===== config.mk =====
export PLATFORM = sky130hd
export DESIGN_NAME = pfra_count_unit
export DESIGN_NICKNAME = d
export VERILOG_FILES = /design/src/rtl/core/page_frame_refcount_allocator_macros.svh /design/src/rtl/core/pfra_pkg.sv /design/src/rtl/core/pfra_count_unit.sv
export SDC_FILE = /design/constraint.sdc
export NUM_CORES = 1
export LEC_CHECK = 0
export ABC_AREA = 1
export BUFFER_PORTS_ARGS = -buffer_cell sky130_fd_sc_hd__buf_2
export CAP_MARGIN = 20
export CORE_MARGIN = 1.5
export CORE_UTILIZATION = 30
export DETAILED_ROUTE_END_ITERATION = 8
export SETUP_SLACK_MARGIN = 0.5
export SYNTH_ARGS = -nofsm -noshare
export SYNTH_HDL_FRONTEND = slang
export SYNTH_SLANG_ARGS = --single-unit

===== constraint.sdc =====
create_clock -name vclk -period 4.83
set_input_delay 0.966 -clock vclk [all_inputs]
set_output_delay 0.966 -clock vclk [all_outputs]
set_load 0.01 [all_outputs]

===== src/rtl/core/page_frame_refcount_allocator_macros.svh =====
// Assertion macros for the page frame refcount allocator.
// Included by the RTL files that carry concurrent assertions; no other dependencies.
`ifndef PAGE_FRAME_REFCOUNT_ALLOCATOR_MACROS_SVH
`define PAGE_FRAME_REFCOUNT_ALLOCATOR_MACROS_SVH

// same-cycle implication, disabled in reset
`define PFRA_ASSERT_IMP(lbl, clk, rst_n, ante, cons) \
    lbl: assert property (@(posedge clk) disable iff (!rst_n) (ante) |-> (cons)) \
        else $error("pfra assertion failed");

// next-cycle implication, disabled in reset
`define PFRA_ASSERT_NXT(lbl, clk, rst_n, ante, cons) \
    lbl: assert property (@(posedge clk) disable iff (!rst_n) (ante) |=> (cons)) \
        else $error("pfra assertion failed");

`endif


===== src/rtl/core/pfra_pkg.sv =====
// Shared types, codes and constants for the page frame refcount allocator.
// No dependencies; imported by every module of the block except pfra_ram.
`default_nettype none

package pfra_pkg;

    localparam int FUNC_W    = 2;
    localparam int FRAME_W   = 13;
    localparam int COUNT_W   = 8;
    localparam int STATUS_W  = 3;
    localparam int CFG_W     = 14;
    localparam int CFG_IDX_W = 2;

    localparam int DEF_NUM_FRAMES    = 8192;
    localparam int DEF_RESERVED_MARK = 100;

    localparam logic [CFG_W-1:0] RST_FREE_START = CFG_W'(2048);
    localparam logic [CFG_W-1:0] RST_FREE_END   = CFG_W'(8192);
    localparam logic [CFG_W-1:0] RST_SHARE_FLOOR = CFG_W'(256);

    typedef enum logic [FUNC_W-1:0] {
        FUNC_ALLOC = 2'd0,
        FUNC_FREE  = 2'd1,
        FUNC_SHARE = 2'd2,
        FUNC_INIT  = 2'd3
    } t_func;

    typedef enum logic [STATUS_W-1:0] {
        STAT_OK          = 3'd0,
        STAT_OOM         = 3'd1,
        STAT_NOPAGE      = 3'd2,
        STAT_ALREADY_FREE = 3'd3,
        STAT_NOT_COUNTED = 3'd4
    } t_status;

    typedef enum logic [CFG_IDX_W-1:0] {
        CFG_FREE_START  = 2'd0,
        CFG_FREE_END    = 2'd1,
        CFG_SHARE_FLOOR = 2'd2
    } t_cfg_idx;

    typedef enum logic [1:0] {
        UOP_ALLOC = 2'd0,
        UOP_FREE  = 2'd1,
        UOP_SHARE = 2'd2,
        UOP_SWEEP = 2'd3
    } t_unit_op;

    typedef enum logic [2:0] {
        S_CLEAR    = 3'd0,
        S_IDLE     = 3'd1,
        S_RD       = 3'd2,
        S_UPD      = 3'd3,
        S_SCAN_RD  = 3'd4,
        S_SCAN_CHK = 3'd5,
        S_SWEEP    = 3'd6,
        S_DONE     = 3'd7
    } t_state;

    typedef struct packed {
        t_unit_op           op;
        logic [COUNT_W-1:0] count;
        logic               in_range;
    } t_unit_req;

    typedef struct packed {
        logic               we;
        logic [COUNT_W-1:0] wr_data;
        logic [COUNT_W-1:0] res_count;
        t_status            status;
        logic               hit;
    } t_unit_resp;

endpackage

`default_nettype wire


===== src/rtl/core/pfra_count_unit.sv =====
// Shared count update unit: zero test, decrement, saturating increment, sweep value.
// Depends on pfra_pkg for the request, response and status types.
`default_nettype none

module pfra_count_unit import pfra_pkg::*; #(
    parameter int RESERVED_MARK = DEF_RESERVED_MARK
) (
    input  wire t_unit_req  i_req,
    output t_unit_resp      o_resp
);

    localparam logic [COUNT_W-1:0] MARK = COUNT_W'(RESERVED_MARK);
    localparam logic [COUNT_W-1:0] ONE  = COUNT_W'(1);

    always_comb begin
        o_resp           = '0;
        o_resp.wr_data   = i_req.count;
        o_resp.res_count = i_req.count;
        o_resp.status    = STAT_OK;
        unique case (i_req.op)
            UOP_ALLOC: begin
                o_resp.hit       = (i_req.count == '0);
                o_resp.we        = (i_req.count == '0);
                o_resp.wr_data   = ONE;
                o_resp.res_count = ONE;
            end
            UOP_FREE: begin
                if (i_req.count == '0) begin
                    o_resp.status    = STAT_ALREADY_FREE;
                    o_resp.res_count = '0;
                end else begin
                    o_resp.we        = 1'b1;
                    o_resp.wr_data   = i_req.count - ONE;
                    o_resp.res_count = i_req.count - ONE;
                end
            end
            UOP_SHARE: begin
                if (!i_req.in_range) begin
                    o_resp.status = STAT_NOT_COUNTED;
                end else if (i_req.count != '1) begin
                    o_resp.we        = 1'b1;
                    o_resp.wr_data   = i_req.count + ONE;
                    o_resp.res_count = i_req.count + ONE;
                end
            end
            UOP_SWEEP: begin
                o_resp.we      = 1'b1;
                o_resp.wr_data = i_req.in_range ? '0 : MARK;
            end
        endcase
    end

endmodule

`default_nettype wire


==> results of run 1 <==
cell families (layout without fill, tap and decap cells):
family	count (synthesis)	after routing	share of synthesized area [%]
and+or+nand+nor	103	103	53.2
buffers and inverters	31	58	15.6
AOI/OAI and AO/OA	20	20	13.5
adders and majority gates	9	9	12.7
xor gates and xnor gates	5	5	4.93
layout make-up:
| type | count | area [sq um] |
|---|---|---|
| inverter | 26 | 97.6 |
| fill | 346 | 1740 |
| timing repair buffer | 32 | 160 |
| tap | 31 | 38.8 |
| multi-input combinational | 137 | 749 |
synth_stat cells:
cell type and number:
a21oi_1 7, a21oi_2 1, a22oi_1 1, a31oi_1 3, and3_1 1, buf_4 2
buf_6 2, clkbuf_1 1, ha_1 9, inv_1 24, inv_2 2, nand2_1 58
nand2_2 2, nand3_1 21, nand3_2 3, nor2_1 12, nor2_2 2, nor2_4 3
nor3_2 1, o211ai_1 1, o21ai_0 4, o21ai_1 1, o21ai_2 2, xnor2_1 1
xor2_1 4
per-layer routing:
layer  share of wire (%)  up-vias  track usage, %
met5                   0        -               0
met4                   0        0               0
met3                 3.6        0               0
met2                  48       21            28.9
met1                  49      488            23.1
li1                    -      588               -
power groups by stage:
stage	registers (W)	clock network, W	logic [W]
2_1_floorplan	0	0	0.0000609
3_3_place_gp	0	0	0.0000901
3_5_place_dp	0	0	0.0000901
4_1_cts	0	0	0.0000903
5_1_grt	0	0	0.000102
6_report	0	0	0.0000901
worst max-delay path, delay by kind of cell:
kind,cells,cell delay (ns)
simple gates,4,0.39
fa+ha+maj,2,0.38
buf+inv,5,0.62
compound gates,1,0.06
metrics by stage:
step                area [sq um]  worst slack [ns]  util [%]
finish                      1050              1.44      37.6
global route                1050              1.27      37.6
CTS                         1050              1.43      37.6
detailed placement          1050              1.45      37.6
global placement            1050              1.50      37.6
floorplan                    888              1.76         -
final timing paths:
kind | startpoint | end | slack, ns | cells past startpoint
worst min-delay path | i_req[8] | o_resp[11] | 2.29 | 4
worst max-delay path | i_req[1] | o_resp[4] | 1.44 | 12
==> impl_metrics.env, run 1 <==
export IMPL_crit_top_cell="inv_1"
export IMPL_powerDensity_nw_per_um2=86.1
export IMPL_netlist_area_sq_um=888
export IMPL_hold_viol_final=0
export IMPL_worst_pin_slew_ns=0.397
export IMPL_grt_pass1_wl_um=4380
export IMPL_drt_first_pass_iters=4
export IMPL_switching_share_pct=63.8
export IMPL_io_pins=32
export IMPL_io_buffers=32
export IMPL_rsz0062_at_grt="false"
export IMPL_yosysWarnings=0
export IMPL_vias=1097
export IMPL_max_cap_viol_count=0
export IMPL_status="completed"
export IMPL_setup_tns_ns=0
export IMPL_drive_gt1_share_pct=24.6
export IMPL_ant_nets=0
export IMPL_synth_top_area_cell="nand2_1"
export IMPL_die_area_sq_um=3300
export IMPL_dpl_hpwl_um=2100
export IMPL_post_cts_resized=0
export IMPL_crit_chain="buf_2 -> inv_1 -> ha_1 -> nand3_2 -> nor2_4 -> inv_1 -> ha_1 -> nand2_1 -> nand3_1 -> inv_1 -> a22oi_1 -> buf_2"
export IMPL_crit_arrival_ns=2.42
export IMPL_overflow=0
export IMPL_first_iter_violations=26
export IMPL_power_w=0.0000901
export IMPL_rows=19
export IMPL_diodes=0
export IMPL_drcViolationCount=0
export IMPL_internal_power_w=0.0000326
export IMPL_crit_slowest_cell="ha_1"
export IMPL_wirelength_um=2610
export IMPL_finalNonFillerCells=226
export IMPL_cts_hold_buf=0
export IMPL_die_w_um=57.4
export IMPL_post_cts_buffers=0
export IMPL_regArea_sq_um=0
export IMPL_nClkBuffers=0
export IMPL_postSynthCellCount=168
export IMPL_core_area_sq_um=2780
export IMPL_endpoint_kind="output port"
export IMPL_die_h_um=57.4
export IMPL_ys_seq_area_share_pct=0
export IMPL_antenna_found_initial=0
export IMPL_netlist_area_leader_share_pct=24.5
export IMPL_area_growth_pct=17.7
export IMPL_vdd_drop_max_uv=40.7
export IMPL_worstPathMaxFanout=7
export IMPL_pwr_share_seq_pct=0
export IMPL_required_ns=3.86
export IMPL_holdCritPathClass="in -> out"
export IMPL_seq_cell_count=0
export IMPL_start_util_pct=31.9
export IMPL_comb_power_share_pct=100.0
export IMPL_gp_congestion=0.840
export IMPL_min_period_ns=3.39
export IMPL_yosysUniqueCellTypes=25
export IMPL_syn_nets=188
export IMPL_fmax_mhz=295
export IMPL_whs_ns=2.29
export IMPL_drv_slew=0
export IMPL_dp_cells=226
export IMPL_p_leak_nw=0.625
export IMPL_min_period_over_period_pct=70.1
export IMPL_startpoint_type="primary input"
export IMPL_fin_nets=217
export IMPL_crit_type="in -> out"
export IMPL_synthTopCellsByArea="nand2_1 (25%), ha_1 (13%), nand3_1 (12%), inv_1 (10%), nor2_1 (5.1%)"
export IMPL_mostFrequentLayoutCells="nand2_1 (58), buf_2 (32), inv_1 (24), nand3_1 (21), nor2_1 (12)"
export IMPL_grt_pass1_vias=952
export IMPL_finalSetupViolCount=0
export IMPL_final_common_cell="nand2_1"
export IMPL_critPathMaxStageDelay_ns=0.20
export IMPL_detail_route_wl_per_cell_um=11.5
export IMPL_grt_start_max_net_pins=12
export IMPL_max_slew_margin_pct=73.5
export IMPL_p_sw_w=0.0000575
export IMPL_gr_usage_all_layers_pct=16.1
export IMPL_viasPerCell=4.85
export IMPL_avgSynthCellArea_sq_um=5.29
export IMPL_clockPowerShare_pct=0
No activity file was read; power rests on OpenSTA's default activity.
==> run 2, diff against run 1 <==
clock period = 3.1 ns   (was 4.83 ns; I/O delays follow)
==> impl_metrics.env, run 2 (synthesis results as in run 1) <==
export IMPL_status="completed"
export IMPL_vias=1126
export IMPL_max_cap_viol_count=0
export IMPL_rsz0062_at_grt="true"
export IMPL_dpl_hpwl_um=2120
export IMPL_die_h_um=57.4
export IMPL_io_pins=32
export IMPL_max_slew_margin_pct=74.5
export IMPL_gp_congestion=0.847
export IMPL_crit_type="in -> out"
export IMPL_crit_slowest_cell="ha_2"
export IMPL_startpoint_type="primary input"
export IMPL_min_period_over_period_pct=79.9
export IMPL_overflow=0
export IMPL_start_util_pct=31.9
export IMPL_grt_pass1_wl_um=4330
export IMPL_setup_tns_ns=0
export IMPL_io_buffers=32
export IMPL_drive_gt1_share_pct=28.5
export IMPL_drcViolationCount=0
export IMPL_drv_slew=0
export IMPL_core_area_sq_um=2780
export IMPL_power_w=0.000145
export IMPL_die_w_um=57.4
export IMPL_fin_nets=222
export IMPL_ant_nets=0
export IMPL_post_route_util_pct=39.1
export IMPL_viasPerCell=4.87
export IMPL_fmax_mhz=404
export IMPL_holdCritStartpoint="i_req[0]"
export IMPL_antenna_found_initial=0
export IMPL_pwr_share_seq_pct=0
export IMPL_crit_arrival_ns=1.86
export IMPL_finalSetupViolCount=0
export IMPL_regArea_sq_um=0
export IMPL_mostFrequentLayoutCells="nand2_1 (58), buf_2 (32), inv_1 (21), nand3_1 (21), nor2_1 (12)"
export IMPL_worstPathMaxFanout=6
export IMPL_area_growth_pct=22.5
export IMPL_nFillCells=335
export IMPL_die_area_sq_um=3300
export IMPL_gr_usage_all_layers_pct=15.9
export IMPL_clockPowerShare_pct=0
export IMPL_cts_hold_buf=0
export IMPL_crit_chain="buf_2 -> inv_2 -> ha_2 -> nand3_2 -> nor2_4 -> inv_2 -> ha_1 -> nand2_1 -> nand3_1 -> inv_1 -> a22oi_1 -> buf_2"
export IMPL_vdd_drop_max_uv=76.6
export IMPL_grt_start_max_net_pins=12
export IMPL_wirelength_um=2620
export IMPL_holdCritPathClass="in -> out"
export IMPL_diodes=0
export IMPL_first_iter_violations=23
export IMPL_required_ns=2.48
export IMPL_critPathMaxStageDelay_ns=0.17
export IMPL_detail_route_wl_per_cell_um=11.4
export IMPL_worst_pin_slew_ns=0.382
export IMPL_internal_power_w=0.0000541
export IMPL_p_leak_nw=0.648
export IMPL_final_common_cell="nand2_1"
export IMPL_min_to="o_resp[3]"
export IMPL_min_period_ns=2.48
export IMPL_grt_pass1_vias=971
export IMPL_nClkBuffers=0
export IMPL_hold_viol_final=0
export IMPL_powerDensity_nw_per_um2=133
export IMPL_multi_input_area_sq_um=752
export IMPL_rows=19
export IMPL_seq_cell_count=0
export IMPL_comb_power_share_pct=100.0
export IMPL_whs_path_depth=3
export IMPL_drt_first_pass_iters=4
export IMPL_endpoint_kind="output port"
export IMPL_switching_share_pct=62.6
export IMPL_p_sw_w=0.0000907
==> run 2: cell count changes in the layout (fill, tap and decap cells not counted), sizes merged <==
cell	before	now
buf	32	37
==> run 2: per-stage QoR <==
stage                     worst slack (ns)  instance area (sq um)  std cells  hold slack [ns]
after CTS                            0.512                   1050        227             1.59
after detailed placement             0.442                   1050        227             1.59
after global placement               0.463                   1050        227             1.59
after global routing                 0.487                   1090        231             1.60
final                                0.623                   1090        231             1.58
after floorplan                      0.718                    888        168             1.29
==> run 2: final cells by class <==
| cell class | instances | share of cell area (%) |
|---|---|---|
| Multi-Input combinational cell | 137 | 69.1 |
| Timing Repair Buffer | 37 | 18.2 |
| Inverter | 26 | 9.20 |
| Tap cell | 31 | 3.56 |
==> run 2: routing by layer <==
| metal | vias to the layer above | routed length [um] | track usage [%] |
|---|---|---|---|
| li1 | 597 | - | - |
| met1 | 505 | 1250 | 23.5 |
| met2 | 24 | 1260 | 27.6 |
| met3 | 0 | 114 | 0 |
| met4 | 0 | 0 | 0 |
| met5 | - | 0 | 0 |
==> run 2: worst max-delay path, delay by kind of cell <==
kind            cells  cell delay [ns]
compound gates      1             0.06
buf+inv             5             0.49
simple gates        4             0.36
fa+ha+maj           2             0.34
==> run 2: timing repair <==
action	CTS	global route
buffers inserted	0	4
pin swaps	0	3
setup endpoints to repair	2	10
gates resized for setup	1	5
==> run 2: worst max path at each step <==
stage / from / to / cells after the start
final: i_req[2] / o_resp[4] / 12
after global routing: i_req[1] / o_resp[4] / 12
after CTS: i_req[2] / o_resp[12] / 9
after detailed placement: i_req[1] / o_resp[12] / 9
after global placement: i_req[1] / o_resp[12] / 9
after floorplan: i_req[1] / o_resp[12] / 7
==> run 2: power by group through the flow <==
stage               Combinational, W  Clock, W  Sequential (W)
floorplan                  0.0000949         0               0
global placement            0.000141         0               0
detailed placement          0.000141         0               0
CTS                         0.000142         0               0
global route                0.000162         0               0
finish                      0.000145         0               0
