## src/rtl/core/page_frame_refcount_allocator_macros.svh

```systemverilog
// Assertion macros for the page frame refcount allocator.
// Included by the RTL files that carry concurrent assertions; no other dependencies.
`ifndef PAGE_FRAME_REFCOUNT_ALLOCATOR_MACROS_SVH
`define PAGE_FRAME_REFCOUNT_ALLOCATOR_MACROS_SVH

// same-cycle implication, disabled in reset
`define PFRA_ASSERT_IMP(lbl, clk, rst_n, ante, cons) \
    lbl: assert property (@(posedge clk) disable iff (!rst_n) (ante) |-> (cons)) \
        else $error("pfra assertion failed");

// next-cycle implication, disabled in reset
`define PFRA_ASSERT_NXT(lbl, clk, rst_n, ante, cons) \
    lbl: assert property (@(posedge clk) disable iff (!rst_n) (ante) |=> (cons)) \
        else $error("pfra assertion failed");

`endif

```

## src/rtl/core/pfra_pkg.sv

```systemverilog
// Shared types, codes and constants for the page frame refcount allocator.
// No dependencies; imported by every module of the block except pfra_ram.
`default_nettype none

package pfra_pkg;

    localparam int FUNC_W    = 2;
    localparam int FRAME_W   = 13;
    localparam int COUNT_W   = 8;
    localparam int STATUS_W  = 3;
    localparam int CFG_W     = 14;
    localparam int CFG_IDX_W = 2;

    localparam int DEF_NUM_FRAMES    = 8192;
    localparam int DEF_RESERVED_MARK = 100;

    localparam logic [CFG_W-1:0] RST_FREE_START = CFG_W'(2048);
    localparam logic [CFG_W-1:0] RST_FREE_END   = CFG_W'(8192);
    localparam logic [CFG_W-1:0] RST_SHARE_FLOOR = CFG_W'(256);

    typedef enum logic [FUNC_W-1:0] {
        FUNC_ALLOC = 2'd0,
        FUNC_FREE  = 2'd1,
        FUNC_SHARE = 2'd2,
        FUNC_INIT  = 2'd3
    } t_func;

    typedef enum logic [STATUS_W-1:0] {
        STAT_OK          = 3'd0,
        STAT_OOM         = 3'd1,
        STAT_NOPAGE      = 3'd2,
        STAT_ALREADY_FREE = 3'd3,
        STAT_NOT_COUNTED = 3'd4
    } t_status;

    typedef enum logic [CFG_IDX_W-1:0] {
        CFG_FREE_START  = 2'd0,
        CFG_FREE_END    = 2'd1,
        CFG_SHARE_FLOOR = 2'd2
    } t_cfg_idx;

    typedef enum logic [1:0] {
        UOP_ALLOC = 2'd0,
        UOP_FREE  = 2'd1,
        UOP_SHARE = 2'd2,
        UOP_SWEEP = 2'd3
    } t_unit_op;

    typedef enum logic [2:0] {
        S_CLEAR    = 3'd0,
        S_IDLE     = 3'd1,
        S_RD       = 3'd2,
        S_UPD      = 3'd3,
        S_SCAN_RD  = 3'd4,
        S_SCAN_CHK = 3'd5,
        S_SWEEP    = 3'd6,
        S_DONE     = 3'd7
    } t_state;

    typedef struct packed {
        t_unit_op           op;
        logic [COUNT_W-1:0] count;
        logic               in_range;
    } t_unit_req;

    typedef struct packed {
        logic               we;
        logic [COUNT_W-1:0] wr_data;
        logic [COUNT_W-1:0] res_count;
        t_status            status;
        logic               hit;
    } t_unit_resp;

endpackage

`default_nettype wire

```

## src/rtl/core/pfra_seq.sv

```systemverilog
// Sequencer: state machine, frame address counter, config and result registers.
// Depends on pfra_pkg and the assertion macros header.
`default_nettype none
`include "page_frame_refcount_allocator_macros.svh"

module pfra_seq import pfra_pkg::*; #(
    parameter int NUM_FRAMES = DEF_NUM_FRAMES,
    parameter int ADDR_W = $clog2(NUM_FRAMES)
) (
    input  wire logic                 i_clk,
    input  wire logic                 i_rst_n,
    input  wire logic                 i_in_valid,
    output logic                      o_in_ready,
    input  wire logic [FUNC_W-1:0]    i_func,
    input  wire logic [FRAME_W-1:0]   i_page_index,
    output logic                      o_out_valid,
    input  wire logic                 i_out_ready,
    output logic      [FRAME_W-1:0]   o_frame,
    output logic      [COUNT_W-1:0]   o_ref_count,
    output logic      [STATUS_W-1:0]  o_status,
    input  wire logic                 i_cfg_valid,
    output logic                      o_cfg_ready,
    input  wire logic [CFG_IDX_W-1:0] i_cfg_index,
    input  wire logic [CFG_W-1:0]     i_cfg_data,
    output logic                      o_mem_we,
    output logic      [ADDR_W-1:0]    o_mem_waddr,
    output logic      [COUNT_W-1:0]   o_mem_wdata,
    output logic      [ADDR_W-1:0]    o_mem_raddr,
    input  wire logic [COUNT_W-1:0]   i_mem_rdata,
    output t_unit_req                 o_unit_req,
    input  wire t_unit_resp           i_unit_resp
);

    localparam int CW = ((ADDR_W > CFG_W) ? ADDR_W : CFG_W) + 1;
    localparam logic [CW-1:0]     NUM_W      = CW'(NUM_FRAMES);
    localparam logic [ADDR_W-1:0] LAST_ADDR  = ADDR_W'(NUM_FRAMES - 1);
    localparam logic [ADDR_W-1:0] FIRST_ADDR = ADDR_W'(1);

    t_state                r_state, n_state;
    t_func                 r_func, n_func;
    logic [FRAME_W-1:0]    r_page, n_page;
    logic [ADDR_W-1:0]     r_addr, n_addr;
    logic [FRAME_W-1:0]    r_res_frame, n_res_frame;
    logic [COUNT_W-1:0]    r_res_count, n_res_count;
    t_status               r_res_status, n_res_status;
    logic                  r_o_valid;
    logic [FRAME_W-1:0]    r_o_frame;
    logic [COUNT_W-1:0]    r_o_count;
    t_status               r_o_status;
    logic [CFG_W-1:0]      r_start, r_end, r_floor;

    logic w_accept, w_out_load, w_free_bad, w_share_bad, w_in_window, w_above_floor;
    logic [CW-1:0] w_page_cw, w_addr_cw;

    assign w_accept      = i_in_valid && o_in_ready;
    assign w_out_load    = !r_o_valid || i_out_ready;
    assign w_page_cw     = CW'(i_page_index);
    assign w_addr_cw     = CW'(r_addr);
    assign w_free_bad    = (w_page_cw >= CW'(r_end)) || (w_page_cw >= NUM_W);
    assign w_share_bad   = (w_page_cw >= NUM_W);
    assign w_in_window   = (w_addr_cw >= CW'(r_start)) && (w_addr_cw < CW'(r_end));
    assign w_above_floor = (CW'(r_page) >= CW'(r_floor));

    always_comb begin
        n_state = r_state;
        unique case (r_state)
            S_CLEAR: begin
                if (r_addr == LAST_ADDR) n_state = S_IDLE;
            end
            S_IDLE: begin
                if (w_accept) begin
                    unique case (t_func'(i_func))
                        FUNC_ALLOC: n_state = S_SCAN_RD;
                        FUNC_FREE:  n_state = w_free_bad ? S_DONE : S_RD;
                        FUNC_SHARE: n_state = w_share_bad ? S_DONE : S_RD;
                        FUNC_INIT:  n_state = S_SWEEP;
                    endcase
                end
            end
            S_RD:      n_state = S_UPD;
            S_UPD:     n_state = S_DONE;
            S_SCAN_RD: n_state = S_SCAN_CHK;
            S_SCAN_CHK: begin
                if (i_unit_resp.hit || r_addr == FIRST_ADDR) n_state = S_DONE;
                else n_state = S_SCAN_RD;
            end
            S_SWEEP: begin
                if (r_addr == LAST_ADDR) n_state = S_DONE;
            end
            S_DONE: begin
                if (w_out_load) n_state = S_IDLE;
            end
        endcase
    end

    always_comb begin
        n_func              = r_func;
        n_page              = r_page;
        n_addr              = r_addr;
        n_res_frame         = r_res_frame;
        n_res_count         = r_res_count;
        n_res_status        = r_res_status;
        o_mem_we            = 1'b0;
        o_unit_req.op       = UOP_SWEEP;
        o_unit_req.count    = i_mem_rdata;
        o_unit_req.in_range = 1'b1;
        unique case (r_state)
            S_CLEAR: begin
                o_mem_we = 1'b1;
                n_addr   = r_addr + FIRST_ADDR;
            end
            S_IDLE: begin
                if (w_accept) begin
                    n_func       = t_func'(i_func);
                    n_page       = i_page_index;
                    n_res_frame  = i_page_index;
                    n_res_count  = '0;
                    n_res_status = STAT_NOPAGE;
                    unique case (t_func'(i_func))
                        FUNC_ALLOC: n_addr = LAST_ADDR;
                        FUNC_FREE:  n_addr = ADDR_W'(i_page_index);
                        FUNC_SHARE: n_addr = ADDR_W'(i_page_index);
                        FUNC_INIT: begin
                            n_addr       = '0;
                            n_res_frame  = '0;
                            n_res_status = STAT_OK;
                        end
                    endcase
                end
            end
            S_UPD: begin
                o_unit_req.op       = (r_func == FUNC_FREE) ? UOP_FREE : UOP_SHARE;
                o_unit_req.in_range = w_above_floor;
                o_mem_we            = i_unit_resp.we;
                n_res_frame         = r_page;
                n_res_count         = i_unit_resp.res_count;
                n_res_status        = i_unit_resp.status;
            end
            S_SCAN_CHK: begin
                o_unit_req.op = UOP_ALLOC;
                o_mem_we      = i_unit_resp.we;
                n_addr        = r_addr - FIRST_ADDR;
                if (i_unit_resp.hit) begin
                    n_res_frame  = FRAME_W'(r_addr);
                    n_res_count  = i_unit_resp.res_count;
                    n_res_status = STAT_OK;
                end else begin
                    n_res_frame  = '0;
                    n_res_count  = '0;
                    n_res_status = STAT_OOM;
                end
            end
            S_SWEEP: begin
                o_unit_req.in_range = w_in_window;
                o_mem_we            = 1'b1;
                n_addr              = r_addr + FIRST_ADDR;
            end
            S_RD, S_SCAN_RD, S_DONE: begin
            end
        endcase
    end

    always_ff @(posedge i_clk) begin
        if (!i_rst_n) begin
            r_state   <= S_CLEAR;
            r_addr    <= '0;
            r_o_valid <= 1'b0;
            r_start   <= RST_FREE_START;
            r_end     <= RST_FREE_END;
            r_floor   <= RST_SHARE_FLOOR;
        end else begin
            r_state <= n_state;
            r_addr  <= n_addr;
            if (r_state == S_DONE && w_out_load) begin
                r_o_valid <= 1'b1;
            end else if (i_out_ready) begin
                r_o_valid <= 1'b0;
            end
            if (i_cfg_valid && o_cfg_ready) begin
                unique case (t_cfg_idx'(i_cfg_index))
                    CFG_FREE_START:  r_start <= i_cfg_data;
                    CFG_FREE_END:    r_end   <= i_cfg_data;
                    CFG_SHARE_FLOOR: r_floor <= i_cfg_data;
                    default: begin
                    end
                endcase
            end
        end
    end

    always_ff @(posedge i_clk) begin
        r_func       <= n_func;
        r_page       <= n_page;
        r_res_frame  <= n_res_frame;
        r_res_count  <= n_res_count;
        r_res_status <= n_res_status;
        if (r_state == S_DONE && w_out_load) begin
            r_o_frame  <= r_res_frame;
            r_o_count  <= r_res_count;
            r_o_status <= r_res_status;
        end
    end

    assign o_in_ready  = (r_state == S_IDLE);
    assign o_cfg_ready = i_rst_n;
    assign o_out_valid = r_o_valid;
    assign o_frame     = r_o_frame;
    assign o_ref_count = r_o_count;
    assign o_status    = r_o_status;
    assign o_mem_waddr = r_addr;
    assign o_mem_raddr = r_addr;
    assign o_mem_wdata = i_unit_resp.wr_data;

    `PFRA_ASSERT_NXT(a_busy_after_accept, i_clk, i_rst_n, w_accept, !o_in_ready)
    `PFRA_ASSERT_IMP(a_no_write_when_waiting, i_clk, i_rst_n, o_mem_we,
        r_state != S_IDLE && r_state != S_DONE)
    `PFRA_ASSERT_IMP(a_result_from_done, i_clk, i_rst_n, r_o_valid && !$past(r_o_valid),
        $past(r_state) == S_DONE)
    `PFRA_ASSERT_IMP(a_oom_is_empty, i_clk, i_rst_n, r_o_valid && r_o_status == STAT_OOM,
        r_o_frame == '0 && r_o_count == '0)

endmodule

`default_nettype wire

```

## config.mk

```make
export PLATFORM = sky130hd
export DESIGN_NAME = pfra_seq
export DESIGN_NICKNAME = d
export VERILOG_FILES = /design/src/rtl/core/pfra_pkg.sv /design/src/rtl/core/pfra_seq.sv
export VERILOG_INCLUDE_DIRS = /design/src /design/src/rtl/core
export SDC_FILE = /design/constraint.sdc
export NUM_CORES = 1
export LEC_CHECK = 0
export ABC_AREA = 1
export BUFFER_PORTS_ARGS = -buffer_cell sky130_fd_sc_hd__buf_2
export CAP_MARGIN = 15
export CORE_MARGIN = 8
export CORE_UTILIZATION = 50
export DETAILED_ROUTE_END_ITERATION = 7
export PLACE_DENSITY = 0.79
export SETUP_SLACK_MARGIN = 0.05
export SKIP_LAST_GASP = 1
export SLEW_MARGIN = 0
export SYNTH_ARGS = -nofsm -noshare
export SYNTH_HDL_FRONTEND = slang
export SYNTH_SLANG_ARGS = --single-unit
```

## constraint.sdc

```tcl
create_clock -name i_clk -period 2.7 [get_ports i_clk]
set_input_delay 0 -clock i_clk [delete_from_list [all_inputs] [get_ports i_clk]]
set_output_delay 0 -clock i_clk [all_outputs]
set_load 0.02 [all_outputs]
```

==> reports/results.txt <==
Avg WL per Cell - 18.31 um
hold depth - 0
Max-Cap Viols - 0
Hold Crit Endpoint - o_unit_req[2]
Synth area leaders - edfxtp_1 27%, dfxtp_1 17%, ha_1 10%
Worst Path Max Fanout - 7
GP Congestion - 0.9237
CP max-delay cell - dfxtp_1
top cell type's share of synthesized area - 27.46%
all-layer global routing usage - 23.37%
Syn Std Cell Area - 6890 um2
PostCTS Resize Cnt - 0
Initial Utilization - 50.42%
Crit. Startpoint - o_mem_raddr[0]
clock tree from TritonCTS - built
Die Ht - 133.4 um
placed cell area - 7338 um2
commonest cells in the netlist - 139 x nand2_1, 107 x inv_1, 91 x a21oi_1
worst vdd ir - 0.0005350 V
reg2reg start - o_mem_raddr[0]
Worst path depth - 9
Req. time, crit path - 2.70 ns
clk_skew - 0.008403 ns
initial antenna violation count - 0
sequential-to-total area share from yosys stat - 44.60%
fraction of layout cells with a size suffix above 1 - 17.62%
Worst setup EP type - primary output
reg-to-reg setup timing slack - 0.79 ns
Final ANT Viol Nets - 0
Hold WC Path Type - in -> out
max-slew violations - 0
Max Freq - 431.0 MHz
Post-Synthesis Cells - 822
largest area contributor in the netlist - edfxtp_1
Finish-stage setup viols - 0
P per Cell Area - 941.2 nW/um2
Least-Margin Pin Slew - 0.8464 ns
Num CTS Buffers - 17
vias in the first global route - 6340
H-tree Lvls - 4
syn_area_per_cell - 8.382 um2
clk buf depth - 2
crit-path cells - inv_1 > ha_1 > nand4_1 > nor4_1 > nand2_1 > nand3_1 > nand2_1 > nand3_1 > buf_2
Yosys reg bits - 122
detailed-route DRC error count - 0
Hold Crit Start - i_mem_rdata[1]
Largest stage delay, worst path - 0.48 ns
Rows - 43
first-pass GRT wire length - 32590 um
Total Power - 7.950 mW
CP Class - reg -> out
fin crit period - 2.320 ns
area of the core - 13670 um2
Synth Net Count - 944
Post-CTS Setup Repair Bufs - 0
total leakage power - 3.683 nW
Final Hold Fails - 0
GRT overflow - 0
HPWL after DPL - 13980 um
Clk Latency, worst-skew pair - 0.42 ns
IO Port Bufs - 105
asr flop ratio synth - 0%
initial drt markers - 780
final wirelength - 20870 um
Top FF cell, synth - edfxtp_1
area grow syn2layout - 22.59%
Tcrit/Tclk final - 85.93%
top-count cell post-synth - nand2_1
number of top-level pins - 138
startpoint types - flip-flop
library cells used by synthesis - 40
Design Area, Final - 8447 um2
CTS root buffer - clkbuf_16
Filler Cell Count - 1117
clock slew at reported path FFs - 0.06 ns
relative slew slack - 43.42%
drt pass-1 iters - 5
Vias - 6385
CP Data Arrival Time - 2.32 ns
CP bufs+invs - 2
Die W - 133.4 um
vias per cell - 5.601
die area - 17790 um2
YS warnings - 0
CTS sink count - 122
R2R Path End - o_mem_raddr[6]
number of synthesized flops with an enable pin - 63
unrepaired setup endpoints after global routing - no
Nets - 1068
R2R depth - 8
CP delay by family, top - simple AND/OR/NAND/NOR gates
status - complete, no violations
largest net degree at the start of global routing - 50
setup TNS - 0 ns
==> stage by stage <==
step	setup slack (ns)	cells	hold slack, ns	util, %
floorplan	0.5605	822	0.09887	-
global placement	0.8489	1059	0.0001367	53.70
detailed placement	0.8325	1059	0.0001367	53.70
CTS	0.4090	1139	0.0001367	61.79
global route	0.2607	1139	0.00002925	61.79
finish	0.3799	1140	0.000008820	61.81
==> sequential cells by signal, indices dropped and copies added (netlist names) <==
signal and flops:
r_res_frame 13, r_func 2, o_out_valid 1, o_mem_raddr 13, r_start 14, r_res_count 8
r_end 14, r_floor 14, r_res_status 3, r_page 13, o_frame 13, o_status 3
r_state 3, o_ref_count 8
==> worst register-to-register path, cell delays in order (launching register included) <==
cell and delay (ns):
dfxtp_1 0.48, inv_1 0.23, ha_1 0.29, nand3_1 0.17, inv_1 0.12, nand3_1 0.09, a21oi_1 0.06, o21ai_0 0.24
a21oi_1 0.10
==> layout by cell type (no fill, tap or decap), drive strengths merged, types with 17 or more instances in the layout <==
master,count
nand2,144
inv,115
buf,110
a21oi,91
o21ai,74
nor2,73
edfxtp,63
dfxtp,59
ha,57
dlygate4sd3,48
nand3,38
clkbuf,18
o211ai,17
==> layout make-up <==
type	count	area, um2	area share, %
diodes	1	2.502	0.02963
clock buffers	18	429.2	5.081
clock inverters	14	196.4	2.326
inverters	114	432.9	5.125
multi-input cells	533	3044	36.04
flip-flops and latches	122	3073	36.38
well taps	180	225.2	2.666
repair buffers	158	1044	12.35
==> worst max path at each step <==
stage                           end
finish                o_unit_req[0]
global route          o_unit_req[0]
CTS                   o_unit_req[0]
detailed placement  o_mem_raddr[10]
global placement     o_mem_raddr[6]
floorplan            r_res_count[0]
==> power breakdown <==
part	total, mW	leakage, nW	internal, mW	switching (mW)
registers	2.64	1.06	2.27	0.370
clock network	2.41	0.297	1.55	0.858
logic	2.90	2.33	0.954	1.95
total	7.95	3.68	4.77	3.18
==> repair_timing <==
| item | 4_1_cts | 5_1_grt |
|---|---|---|
| endpoints found under the hold margin | 71 | 0 |
| endpoints found under the setup margin | 0 | 0 |
| hold buffers | 48 | 0 |
==> logic make-up (layout without fill, tap and decap cells) <==
kind of cell    Yosys count  after routing  synth area share, %
simple gates            277            277                17.83
fa+ha+maj                57             57                10.35
buf+inv                 167            304                11.44
other cells               0              1                    0
compound gates          199            199                15.78
flops                   122            122                44.60
==> per-layer routing <==
layer / share of wire (%) / vias to the layer above / GRT usage, %
met1: 38 / 2885 / 27.59
met4: 5.2 / 0 / 12.98
met2: 46 / 400 / 38.17
met3: 10 / 92 / 5.873
met5: 0 / - / 0
li1: - / 3008 / -
(Power assumes the default switching activity.)
